$ cat src/rtl/assert_macros.svh
// assertion helpers shared by the rtl
`ifndef ASSERT_MACROS_SVH
`define ASSERT_MACROS_SVH

// expression holds at every sampled edge
`define PFR_ASSERT_ALWAYS(label, clk, rst, expr, msg) \
   label: assert property (@(posedge clk) disable iff (rst) (expr)) else $error(msg);

// consequent holds in the same cycle as the antecedent
`define PFR_ASSERT_IMPLIES(label, clk, rst, ante, cons, msg) \
   label: assert property (@(posedge clk) disable iff (rst) (ante) |-> (cons)) else $error(msg);

// consequent holds in the cycle after the antecedent
`define PFR_ASSERT_NEXT(label, clk, rst, ante, cons, msg) \
   label: assert property (@(posedge clk) disable iff (rst) (ante) |=> (cons)) else $error(msg);

`endif

$ cat src/rtl/pfr_pkg.sv
package pfr_pkg;

   // fade and ramp geometry
   localparam int FADE_TICKS     = 128;
   localparam int RAMP_ROWS      = 14;
   localparam int RAMP_COLUMNS   = 16;
   localparam int GREY_MID       = 128;
   localparam int SLOT_BASE      = 16;
   localparam int SET_COUNT      = 8;
   localparam int ENDPOINT_COUNT = 6;
   localparam int CHANNEL_COUNT  = 3;

   // field widths
   localparam int LEVEL_W     = 8;
   localparam int COUNT_W     = 8;
   localparam int SLOT_W      = 8;
   localparam int SET_W       = $clog2(SET_COUNT);
   localparam int FIELD_ROW_W = 4;
   localparam int FIELD_COL_W = 4;

   // column blend: |column*(end-start)| and its divide by RAMP_COLUMNS-1
   localparam int COL_DIV     = RAMP_COLUMNS - 1;
   localparam int SPAN_W      = FIELD_COL_W + LEVEL_W;
   localparam int SPAN_PROD_W = FIELD_COL_W + LEVEL_W + 2;
   localparam int COL_SHIFT   = SPAN_W + $clog2(COL_DIV);
   localparam int COL_MULT_W  = SPAN_W + 1;
   localparam int COL_MULT    = (2**COL_SHIFT + COL_DIV - 1) / COL_DIV;
   // blended level before fogging, signed
   localparam int RAMP_W      = SPAN_W + 2;

   // fog: (level-128)*(RAMP_ROWS-1-row) and its divide by RAMP_ROWS-1
   localparam int ROW_DIV     = RAMP_ROWS - 1;
   localparam int ROWM_W      = FIELD_ROW_W + 2;
   localparam int FOG_PROD_W  = RAMP_W + ROWM_W;
   // |level-128| stays below 2**13 and |weight| below 16
   localparam int FOG_W       = 16;
   localparam int ROW_SHIFT   = FOG_W + $clog2(ROW_DIV);
   localparam int ROW_MULT_W  = FOG_W + 1;
   localparam int ROW_MULT    = (2**ROW_SHIFT + ROW_DIV - 1) / ROW_DIV;
   localparam int OUT_W       = FOG_W + 2;

   // tick blend numerator
   localparam int BLEND_W = 2 * LEVEL_W;

   // register port
   localparam int CSR_ADDR_W = 3;
   localparam int CSR_DATA_W = 32;
   localparam int CSR_WORD_W = CSR_ADDR_W - 2;
   localparam logic [CSR_WORD_W-1:0] REG_FADE_ENABLE = '0;

   typedef logic [LEVEL_W-1:0] level_type;

   // endpoint order: start red, end red, start green, end green, start blue, end blue
   localparam level_type TARGET_SETS [SET_COUNT][ENDPOINT_COUNT] = '{
      '{8'd10, 8'd190, 8'd10, 8'd170, 8'd0,  8'd255},
      '{8'd10, 8'd190, 8'd10, 8'd170, 8'd0,  8'd128},
      '{8'd40, 8'd200, 8'd10, 8'd170, 8'd0,  8'd255},
      '{8'd0,  8'd128, 8'd40, 8'd128, 8'd40, 8'd192},
      '{8'd40, 8'd140, 8'd40, 8'd140, 8'd0,  8'd140},
      '{8'd20, 8'd100, 8'd50, 8'd150, 8'd60, 8'd255},
      '{8'd0,  8'd200, 8'd0,  8'd150, 8'd0,  8'd255},
      '{8'd80, 8'd140, 8'd80, 8'd140, 8'd80, 8'd140}
   };

   typedef struct packed {
      logic                   mode;
      logic [FIELD_ROW_W-1:0] ramp_row;
      logic [FIELD_COL_W-1:0] ramp_column;
   } req_type;

   typedef struct packed {
      level_type          red;
      level_type          green;
      level_type          blue;
      logic [SLOT_W-1:0]  palette_slot;
      level_type          start_red_out;
      level_type          end_red_out;
      level_type          start_green_out;
      level_type          end_green_out;
      level_type          start_blue_out;
      level_type          end_blue_out;
      logic [COUNT_W-1:0] fade_remaining;
      logic [SET_W-1:0]   target_set_out;
   } rsp_type;

   typedef enum logic [2:0] {
      ST_IDLE,
      ST_COL_DIV,
      ST_FOG,
      ST_TICK,
      ST_WRITE
   } ctrl_state_type;

   typedef struct packed {
      logic span;
      logic col_div;
      logic fog;
      logic tick;
      logic load_rsp;
   } dp_cmd_type;

endpackage

$ cat src/rtl/pfr_csr.sv
module pfr_csr (
   input  logic                           clock,
   input  logic                           reset,
   input  logic                           csr_psel,
   input  logic                           csr_penable,
   input  logic                           csr_pwrite,
   input  logic [pfr_pkg::CSR_ADDR_W-1:0] csr_paddr,
   input  logic [pfr_pkg::CSR_DATA_W-1:0] csr_pwdata,
   output logic [pfr_pkg::CSR_DATA_W-1:0] csr_prdata,
   output logic                           csr_pready,
   output logic                           fade_enable
);
   import pfr_pkg::*;

   logic                  fade_enable_ff;
   logic                  fade_enable_in;
   logic [CSR_WORD_W-1:0] word_addr;
   logic                  hit;

   // word decode
   assign word_addr = csr_paddr[CSR_ADDR_W-1:2];
   assign hit       = (word_addr == REG_FADE_ENABLE);

   // write on the access phase
   always_comb begin
      fade_enable_in = fade_enable_ff;
      if (csr_psel && csr_penable && csr_pwrite && hit) begin
         fade_enable_in = csr_pwdata[0];
      end
   end

   always_ff @(posedge clock) begin
      if (reset) begin
         fade_enable_ff <= 1'b1;
      end else begin
         fade_enable_ff <= fade_enable_in;
      end
   end

   // read back
   assign csr_prdata  = (csr_psel && hit) ? CSR_DATA_W'(fade_enable_ff) : '0;
   assign csr_pready  = 1'b1;
   assign fade_enable = fade_enable_ff;

endmodule

$ cat src/rtl/pfr_ctrl.sv
`include "assert_macros.svh"

module pfr_ctrl (
   input  logic                clock,
   input  logic                reset,
   input  logic                req_valid,
   input  logic                req_mode,
   output logic                req_stall,
   output logic                rsp_valid,
   input  logic                rsp_stall,
   output pfr_pkg::dp_cmd_type cmd
);
   import pfr_pkg::*;

   ctrl_state_type state_ff;
   ctrl_state_type state_in;
   logic           rsp_valid_ff;
   logic           rsp_valid_in;
   logic           out_free;

   // output register can take a new result
   assign out_free = !rsp_valid_ff || !rsp_stall;

   // next state
   always_comb begin
      state_in = state_ff;
      unique case (state_ff)
         ST_IDLE: begin
            if (req_valid) begin
               state_in = req_mode ? ST_COL_DIV : ST_TICK;
            end
         end
         ST_COL_DIV: begin
            state_in = ST_FOG;
         end
         ST_FOG: begin
            state_in = ST_WRITE;
         end
         ST_TICK: begin
            state_in = ST_WRITE;
         end
         ST_WRITE: begin
            if (out_free) begin
               state_in = ST_IDLE;
            end
         end
         default: begin
            state_in = ST_IDLE;
         end
      endcase
   end

   // datapath commands
   always_comb begin
      cmd       = '0;
      req_stall = 1'b1;
      unique case (state_ff)
         ST_IDLE: begin
            req_stall = 1'b0;
            cmd.span  = req_valid;
         end
         ST_COL_DIV: begin
            cmd.col_div = 1'b1;
         end
         ST_FOG: begin
            cmd.fog = 1'b1;
         end
         ST_TICK: begin
            cmd.tick = 1'b1;
         end
         ST_WRITE: begin
            cmd.load_rsp = out_free;
         end
         default: begin
            cmd = '0;
         end
      endcase
   end

   // result valid
   always_comb begin
      priority if (cmd.load_rsp) begin
         rsp_valid_in = 1'b1;
      end else if (!rsp_stall) begin
         rsp_valid_in = 1'b0;
      end else begin
         rsp_valid_in = rsp_valid_ff;
      end
   end

   always_ff @(posedge clock) begin
      if (reset) begin
         state_ff     <= ST_IDLE;
         rsp_valid_ff <= 1'b0;
      end else begin
         state_ff     <= state_in;
         rsp_valid_ff <= rsp_valid_in;
      end
   end

   assign rsp_valid = rsp_valid_ff;

   `PFR_ASSERT_ALWAYS(a_cmd_onehot, clock, reset, ($onehot0({cmd.span, cmd.col_div, cmd.fog, cmd.tick, cmd.load_rsp})), "more than one datapath command")
   `PFR_ASSERT_NEXT(a_load_sets_valid, clock, reset, cmd.load_rsp, rsp_valid_ff, "loaded result not shown")
   `PFR_ASSERT_NEXT(a_accept_leaves_idle, clock, reset, (req_valid && !req_stall), (state_ff != ST_IDLE), "accepted request not started")

endmodule

$ cat src/rtl/pfr_datapath.sv
`include "assert_macros.svh"

module pfr_datapath (
   input  logic                clock,
   input  logic                reset,
   input  pfr_pkg::req_type    req_data,
   input  pfr_pkg::dp_cmd_type cmd,
   input  logic                fade_enable,
   output pfr_pkg::rsp_type    rsp_data
);
   import pfr_pkg::*;

   // request fields
   logic                   mode_ff, mode_in;
   logic [FIELD_ROW_W-1:0] row_ff, row_in;
   logic [FIELD_COL_W-1:0] col_ff, col_in;

   // fade state
   logic [ENDPOINT_COUNT-1:0][LEVEL_W-1:0] ep_ff, ep_in;
   logic [ENDPOINT_COUNT-1:0][LEVEL_W-1:0] cap_ff, cap_in;
   logic [COUNT_W-1:0]                     count_ff, count_in;
   logic [SET_W-1:0]                       tgt_ff, tgt_in;

   // read pipeline registers
   logic [CHANNEL_COUNT-1:0][SPAN_W-1:0] span_mag_ff, span_mag_in;
   logic [CHANNEL_COUNT-1:0]             span_neg_ff, span_neg_in;
   logic [CHANNEL_COUNT-1:0][RAMP_W-1:0] ramp_ff, ramp_in;
   logic [CHANNEL_COUNT-1:0][FOG_W-1:0]  fog_mag_ff, fog_mag_in;
   logic [CHANNEL_COUNT-1:0]             fog_neg_ff, fog_neg_in;
   rsp_type                              rsp_ff, rsp_in;

   // lane results
   logic [CHANNEL_COUNT-1:0][SPAN_W-1:0]    span_mag_new;
   logic [CHANNEL_COUNT-1:0]                span_neg_new;
   logic [CHANNEL_COUNT-1:0][RAMP_W-1:0]    ramp_new;
   logic [CHANNEL_COUNT-1:0][FOG_W-1:0]     fog_mag_new;
   logic [CHANNEL_COUNT-1:0]                fog_neg_new;
   logic [CHANNEL_COUNT-1:0][LEVEL_W-1:0]   color;
   logic [ENDPOINT_COUNT-1:0][LEVEL_W-1:0]  blend_level;
   logic [COUNT_W-1:0]                      count_dec;
   logic signed [ROWM_W-1:0]                fog_weight;
   logic [SLOT_W-1:0]                       slot;

   assign count_dec  = count_ff - COUNT_W'(1);
   assign fog_weight = $signed(ROWM_W'(ROW_DIV)) - $signed(ROWM_W'(row_ff));
   assign slot       = SLOT_W'(SLOT_BASE + RAMP_COLUMNS * int'(row_ff) + int'(col_ff));

   // one lane per colour channel
   for (genvar ch = 0; ch < CHANNEL_COUNT; ch++) begin : g_lane
      logic signed [LEVEL_W:0]            diff;
      logic signed [SPAN_PROD_W-1:0]      span_prod;
      logic [SPAN_PROD_W-1:0]             span_abs;
      logic [SPAN_W+COL_MULT_W-1:0]       col_prod;
      logic [SPAN_W+COL_MULT_W-1:0]       col_shift;
      logic [SPAN_W-1:0]                  col_quot;
      logic signed [RAMP_W-1:0]           fog_base;
      logic signed [FOG_PROD_W-1:0]       fog_prod;
      logic [FOG_PROD_W-1:0]              fog_abs;
      logic [FOG_W+ROW_MULT_W-1:0]        row_prod;
      logic [FOG_W+ROW_MULT_W-1:0]        row_shift;
      logic [FOG_W-1:0]                   row_quot;
      logic [OUT_W-1:0]                   shade;

      // column times endpoint difference, kept as sign and magnitude
      assign diff = $signed({1'b0, ep_ff[2*ch+1]}) - $signed({1'b0, ep_ff[2*ch]});
      assign span_prod = SPAN_PROD_W'($signed({1'b0, req_data.ramp_column}))
                       * SPAN_PROD_W'(diff);
      assign span_abs  = span_prod[SPAN_PROD_W-1] ? SPAN_PROD_W'(-span_prod)
                                                  : SPAN_PROD_W'(span_prod);
      assign span_mag_new[ch] = span_abs[SPAN_W-1:0];
      assign span_neg_new[ch] = span_prod[SPAN_PROD_W-1];

      // divide by column count less one via reciprocal, truncating toward zero
      assign col_prod  = (SPAN_W+COL_MULT_W)'(span_mag_ff[ch])
                       * (SPAN_W+COL_MULT_W)'(COL_MULT);
      assign col_shift = col_prod >> COL_SHIFT;
      assign col_quot  = col_shift[SPAN_W-1:0];
      assign ramp_new[ch] = span_neg_ff[ch] ? RAMP_W'(ep_ff[2*ch]) - RAMP_W'(col_quot)
                                            : RAMP_W'(ep_ff[2*ch]) + RAMP_W'(col_quot);

      // distance from mid grey times row weight
      assign fog_base = $signed(ramp_ff[ch]) - $signed(RAMP_W'(GREY_MID));
      assign fog_prod = FOG_PROD_W'(fog_base) * FOG_PROD_W'(fog_weight);
      assign fog_abs  = fog_prod[FOG_PROD_W-1] ? FOG_PROD_W'(-fog_prod)
                                               : FOG_PROD_W'(fog_prod);
      assign fog_mag_new[ch] = fog_abs[FOG_W-1:0];
      assign fog_neg_new[ch] = fog_prod[FOG_PROD_W-1];

      // divide by row count less one, recentre and clamp
      assign row_prod  = (FOG_W+ROW_MULT_W)'(fog_mag_ff[ch])
                       * (FOG_W+ROW_MULT_W)'(ROW_MULT);
      assign row_shift = row_prod >> ROW_SHIFT;
      assign row_quot  = row_shift[FOG_W-1:0];
      assign shade = fog_neg_ff[ch] ? OUT_W'(GREY_MID) - OUT_W'(row_quot)
                                    : OUT_W'(GREY_MID) + OUT_W'(row_quot);
      assign color[ch] = shade[OUT_W-1]                ? '0 :
                         (|shade[OUT_W-2:LEVEL_W])     ? '1 :
                                                         shade[LEVEL_W-1:0];
   end

   // one lane per endpoint for the fade blend
   for (genvar k = 0; k < ENDPOINT_COUNT; k++) begin : g_blend
      logic [BLEND_W-1:0] blend;

      assign blend = BLEND_W'(count_dec) * BLEND_W'(cap_ff[k])
                   + (BLEND_W'(FADE_TICKS) - BLEND_W'(count_dec))
                   * BLEND_W'(TARGET_SETS[tgt_ff][k]);
      assign blend_level[k] = LEVEL_W'(blend / FADE_TICKS);
   end

   // next values
   always_comb begin
      mode_in     = mode_ff;
      row_in      = row_ff;
      col_in      = col_ff;
      ep_in       = ep_ff;
      cap_in      = cap_ff;
      count_in    = count_ff;
      tgt_in      = tgt_ff;
      span_mag_in = span_mag_ff;
      span_neg_in = span_neg_ff;
      ramp_in     = ramp_ff;
      fog_mag_in  = fog_mag_ff;
      fog_neg_in  = fog_neg_ff;
      rsp_in      = rsp_ff;

      // take the request and form the column spans
      if (cmd.span) begin
         mode_in     = req_data.mode;
         row_in      = req_data.ramp_row;
         col_in      = req_data.ramp_column;
         span_mag_in = span_mag_new;
         span_neg_in = span_neg_new;
      end

      if (cmd.col_div) begin
         ramp_in = ramp_new;
      end

      if (cmd.fog) begin
         fog_mag_in = fog_mag_new;
         fog_neg_in = fog_neg_new;
      end

      // frame tick with fade enabled: blend step, or move on to the next target set
      if (cmd.tick && fade_enable) begin
         if (count_ff != '0) begin
            count_in = count_dec;
            ep_in    = blend_level;
         end else begin
            tgt_in   = tgt_ff + SET_W'(1);
            count_in = COUNT_W'(FADE_TICKS);
            cap_in   = ep_ff;
         end
      end

      // result register
      if (cmd.load_rsp) begin
         rsp_in.red             = mode_ff ? color[0] : '0;
         rsp_in.green           = mode_ff ? color[1] : '0;
         rsp_in.blue            = mode_ff ? color[2] : '0;
         rsp_in.palette_slot    = mode_ff ? slot : '0;
         rsp_in.start_red_out   = ep_ff[0];
         rsp_in.end_red_out     = ep_ff[1];
         rsp_in.start_green_out = ep_ff[2];
         rsp_in.end_green_out   = ep_ff[3];
         rsp_in.start_blue_out  = ep_ff[4];
         rsp_in.end_blue_out    = ep_ff[5];
         rsp_in.fade_remaining  = count_ff;
         rsp_in.target_set_out  = tgt_ff;
      end
   end

   // fade state
   always_ff @(posedge clock) begin
      if (reset) begin
         for (int k = 0; k < ENDPOINT_COUNT; k++) begin
            ep_ff[k] <= TARGET_SETS[0][k];
         end
         count_ff <= '0;
         tgt_ff   <= '0;
      end else begin
         ep_ff    <= ep_in;
         count_ff <= count_in;
         tgt_ff   <= tgt_in;
      end
   end

   // payload registers
   always_ff @(posedge clock) begin
      mode_ff     <= mode_in;
      row_ff      <= row_in;
      col_ff      <= col_in;
      cap_ff      <= cap_in;
      span_mag_ff <= span_mag_in;
      span_neg_ff <= span_neg_in;
      ramp_ff     <= ramp_in;
      fog_mag_ff  <= fog_mag_in;
      fog_neg_ff  <= fog_neg_in;
      rsp_ff      <= rsp_in;
   end

   assign rsp_data = rsp_ff;

   `PFR_ASSERT_ALWAYS(a_count_bound, clock, reset, (count_ff <= COUNT_W'(FADE_TICKS)), "fade counter above fade length")
   `PFR_ASSERT_NEXT(a_read_keeps_endpoints, clock, reset, (cmd.col_div || cmd.fog), $stable(ep_ff), "palette read changed endpoints")
   `PFR_ASSERT_NEXT(a_tick_no_color, clock, reset, (cmd.load_rsp && !mode_ff), (rsp_ff.red == '0 && rsp_ff.green == '0 && rsp_ff.blue == '0 && rsp_ff.palette_slot == '0), "tick result carries a colour")

endmodule

$ cat src/rtl/palette_fade_ramp_engine_core.sv
// Palette fade ramp engine. Keeps six colour endpoints (start/end for red,
// green and blue) that fade over FADE_TICKS frame ticks toward eight built-in
// target sets, and computes fogged ramp entries on request. Requests are
// handled one at a time by a small sequencer. A palette read (mode 1) goes
// through the span, ramp and fog registers into the result register: the
// column span is formed as the request is accepted, then come the divide by
// the column count, the fog weighting, and the divide by the row count
// feeding the result register. A frame tick (mode 0) updates the fade state
// when the fade is enabled and then loads the result register, with all six
// endpoint blends done in parallel. The constant divides are reciprocal
// multiplies, one per cycle per channel. A finished result waits in an output
// register; the next request is taken as soon as the sequencer is back at
// idle, and a result still held in the output register stalls the sequencer
// at its last step. After reset the endpoints hold the first target set, the
// fade counter is zero and fade_enable (register 0, bit 0) is set; clearing
// it freezes the fade while reads still work.
module palette_fade_ramp_engine_core (
   input  logic                           clock,
   input  logic                           reset,
   input  logic                           req_valid,
   output logic                           req_stall,
   input  pfr_pkg::req_type               req_data,
   output logic                           rsp_valid,
   input  logic                           rsp_stall,
   output pfr_pkg::rsp_type               rsp_data,
   input  logic                           csr_psel,
   input  logic                           csr_penable,
   input  logic                           csr_pwrite,
   input  logic [pfr_pkg::CSR_ADDR_W-1:0] csr_paddr,
   input  logic [pfr_pkg::CSR_DATA_W-1:0] csr_pwdata,
   output logic [pfr_pkg::CSR_DATA_W-1:0] csr_prdata,
   output logic                           csr_pready
);
   import pfr_pkg::*;

   dp_cmd_type cmd;
   logic       fade_enable;

   // configuration register
   pfr_csr u_csr (
      .clock       (clock),
      .reset       (reset),
      .csr_psel    (csr_psel),
      .csr_penable (csr_penable),
      .csr_pwrite  (csr_pwrite),
      .csr_paddr   (csr_paddr),
      .csr_pwdata  (csr_pwdata),
      .csr_prdata  (csr_prdata),
      .csr_pready  (csr_pready),
      .fade_enable (fade_enable)
   );

   // sequencer
   pfr_ctrl u_ctrl (
      .clock     (clock),
      .reset     (reset),
      .req_valid (req_valid),
      .req_mode  (req_data.mode),
      .req_stall (req_stall),
      .rsp_valid (rsp_valid),
      .rsp_stall (rsp_stall),
      .cmd       (cmd)
   );

   // arithmetic and fade state
   pfr_datapath u_datapath (
      .clock       (clock),
      .reset       (reset),
      .req_data    (req_data),
      .cmd         (cmd),
      .fade_enable (fade_enable),
      .rsp_data    (rsp_data)
   );

endmodule

$ cat config.mk
export PLATFORM = sky130hd
export DESIGN_NAME = palette_fade_ramp_engine_core
export DESIGN_NICKNAME = d
export VERILOG_FILES = /design/src/rtl/pfr_pkg.sv /design/src/rtl/pfr_csr.sv /design/src/rtl/pfr_ctrl.sv /design/src/rtl/pfr_datapath.sv /design/src/rtl/palette_fade_ramp_engine_core.sv
export VERILOG_INCLUDE_DIRS = /design/src /design/src/rtl
export SDC_FILE = /design/constraint.sdc
export NUM_CORES = 2
export LEC_CHECK = 0
export ABC_AREA = 1
export BUFFER_PORTS_ARGS = -buffer_cell sky130_fd_sc_hd__buf_4
export CAP_MARGIN = 5
export CORE_UTILIZATION = 30
export CTS_CLUSTER_DIAMETER = 200
export DETAILED_ROUTE_END_ITERATION = 8
export GPL_TIMING_DRIVEN = 0
export PLACE_DENSITY = 0.52
export SYNTH_ARGS = -nofsm -noshare
export SYNTH_HDL_FRONTEND = slang
export SYNTH_SLANG_ARGS = --single-unit
$ cat constraint.sdc
create_clock -name clock -period 18.4 [get_ports clock]
set_input_delay 1.84 -clock clock [delete_from_list [all_inputs] [get_ports clock]]
set_output_delay 1.84 -clock clock [all_outputs]
set_load 0.02 [all_outputs]
==> metrics.md <==
| Metric | Value |
|---|---|
| Total GRT Usage | `0.173` |
| Number of flops mapped to enable cells by yosys | `271` |
| Min cycle time layout | `9.42 ns` |
| DR vias/cell | `4.56` |
| Worst R2R Start | `u_datapath.count_ff[0]` |
| # fillers | `23,900` |
| Cell count after synthesis | `8,225` |
| Largest stage delay, worst path | `0.96 ns` |
| Synth cell types | `56` |
| Fin. max-slew vios | `0` |
| Post-route cell area | `0.0752 mm2` |
| Global-route wire length before repair | `308 mm` |
| Vias in the first global route | `54,300` |
| TritonCTS clock tree | `yes` |
| Leading area contributor after synthesis | `fa_1` |
| Crit path required time | `19.02 ns` |
| Worst-path maximum fanout | `12` |
| Postcts setup bufs | `0` |
| Setup Viol. Count Final | `0` |
| Layout Nets | `10,600` |
| Crit path from | `u_datapath.count_ff[0]` |
| Routed wire per std cell | `17.0 um` |
| Vias | `52,400` |
| Die height | `480 um` |
| Area grow syn2layout | `9.74%` |
| Hold Fails Final Rpt | `0` |
| Share of cells above drive strength 1 | `0.0400` |
| Largest net degree at the start of global routing | `49` |
| Area of the multi-input gates | `0.0507 mm2` |
| Hold Startpoint | `u_datapath.col_ff[1]` |
| Initial core utilization | `0.301` |
| Placed inst area | `0.0735 mm2` |
| Status | `complete, no violations` |
| Horiz. Die Dim | `480 um` |
| DR iter-0 viols | `2,986` |
| Slowest CP cell | `buf_1` |
| Worst Setup End Kind | `flip-flop` |
| Sequential share of the synthesized area | `0.137` |
| Slew @ Worst Pin | `1.44 ns` |
| Most frequent cells in the layout | `inv_1, nand2_1, ha_1` |
| Ys flop type | `edfxtp_1` |
| Post-CTS sizing | `0` |
| Total CTS buffers | `50` |
| Worst path arrival time | `10.03 ns` |
| Post-Route WL | `196 mm` |
| Clock sink count | `335` |
| Reg area | `0.00942 mm2` |
| Rows | `175` |
| Final ANT Viol Nets | `0` |
| CP Class | `flip-flop to flip-flop` |
| CORE AREA | `0.227 mm2` |
| Min-Delay Path Class | `flip-flop to flip-flop` |
| Clock Tree Root | `clkbuf_16` |
| Critical path startpoint category | `flip-flop` |
| Top cell type's share of synthesized area | `0.280` |
| Die area | `0.230 mm2` |
| RSZ-0062 raised after global routing | `no` |
| Post-cts hold buffer count | `0` |
| CTS clk-pin slew, worst paths | `0.06 ns` |
| Residual DRC | `0` |
| Syn_area_per_cell | `8.33 um2` |
| DRT Pass-1 Iters | `6` |
| Clk_skew | `0.0708 ns` |
| Initial antenna violation count | `8` |
| H-tree depth | `2` |
| Commonest non-fill, non-tap cell in the layout | `inv_1` |
| Port Buf Inserts | `110` |
| Top cell by count, worst path | `nand2_1` |
| I/O Pins | `177` |
| Max Clk Rate | `106 MHz` |
| Max cap viols | `0` |
| Post-synthesis register bit count | `335` |
| GR Overflow Total | `0` |
| Maximum buffer depth of the clock tree | `3` |
| Fin crit share | `0.512` |
| Post-detail-place hpwl | `166 mm` |
| Slew Limit Headroom | `0.0421` |
| Mapped Area | `0.0685 mm2` |
| Clk_lat worst skew | `0.70 ns` |
| Synth async-reset ratio | `0` |
| GP Congestion | `0.933` |
| Final hold slack | `0.513 ns` |
| Yosys warning count | `0` |
| Synth area leaders | `fa_1, ha_1, edfxtp_1` |
| Setup TNS | `0 ns` |
==> synth_stat cells (all sizes together) (3+ instances only) <==
cell,n
o21a,8
nand3,273
o211ai,26
ha,1168
nor4,14
o21bai,42
clkinv,11
nor3b,6
xnor2,90
nand3b,25
nand4,55
and2,3
o21ai,158
nor3,58
o31ai,13
a21oi,339
or2,33
a21o,25
buf,58
inv,2069
a31oi,6
a21boi,4
o221ai,4
xor2,195
a211oi,6
fa,958
clkbuf,83
nor2,801
dfxtp,64
edfxtp,271
nand2,1346
==> logic make-up after synthesis <==
kind of cell	synth area share
flip-flops	0.137
other	0.000110
AO/OA/AOI/OAI	0.0522
AND/OR/NAND/NOR	0.156
buffers and inverters	0.124
adder cells (fa/ha/maj)	0.493
XOR/XNOR	0.0364
multiplexers	0.000146
==> per-stage QoR <==
| step | setup slack (ns) | std cells | utilization |
|---|---|---|---|
| 6_report | 8.98 | 11500 | 0.331 |
| 5_1_grt | 8.77 | 11500 | 0.331 |
| 4_1_cts | 9.15 | 11500 | 0.331 |
| 3_5_place_dp | 9.16 | 11400 | 0.323 |
| 3_3_place_gp | 7.66 | 11400 | 0.322 |
| 2_1_floorplan | 11.51 | 8255 | - |
==> flip-flops by register name (all words and copies together), names as in the netlist, 4 cells and up <==
signal / count
u_datapath.count_ff: 8
u_datapath.ep_ff: 48
u_datapath.fog_mag_ff: 48
u_datapath.rsp_data: 91
u_datapath.cap_ff: 48
u_datapath.col_ff: 4
u_datapath.span_mag_ff: 36
u_datapath.row_ff: 4
u_datapath.ramp_ff: 33
==> critical path: cells and delay by family, from the launching register on <==
| family | cells | cell delay, ns |
|---|---|---|
| buffers and inverters | 11 | 2.98 |
| DFF | 1 | 0.56 |
| and+or+nand+nor | 11 | 1.16 |
| AOI/OAI and AO/OA | 2 | 0.57 |
| adders and majority gates | 8 | 3.98 |
==> final timing paths <==
check	to	slack [ns]	cells past startpoint
setup / recovery	u_datapath.ep_ff[47]	8.98	32
hold / removal	u_datapath.rsp_data[60]	0.51	2
setup reg to reg	u_datapath.ep_ff[47]	8.98	32
hold reg to reg	u_datapath.rsp_data[60]	0.51	2
==> routing by layer <==
metal	wire length (um)	track usage	vias to the layer above
met1	86700	0.223	25400
met4	7440	0.0595	6
li1	-	-	25700
met5	41	0	-
met2	92400	0.295	1077
met3	9050	0.0213	255
==> final cells by class <==
cell class,count,share of cell area
sequential,335,0.125
timing repair buffer,121,0.0139
antenna,8,0.000266
tap,3009,0.0501
inverter,2080,0.104
buffer,141,0.00909
clock buffer,59,0.0179
clock inverter,35,0.00468
multi-input combinational,5699,0.675
Power is not shown: default switching activity piles up to over one toggle a cycle in this logic, so the estimate is an artifact.
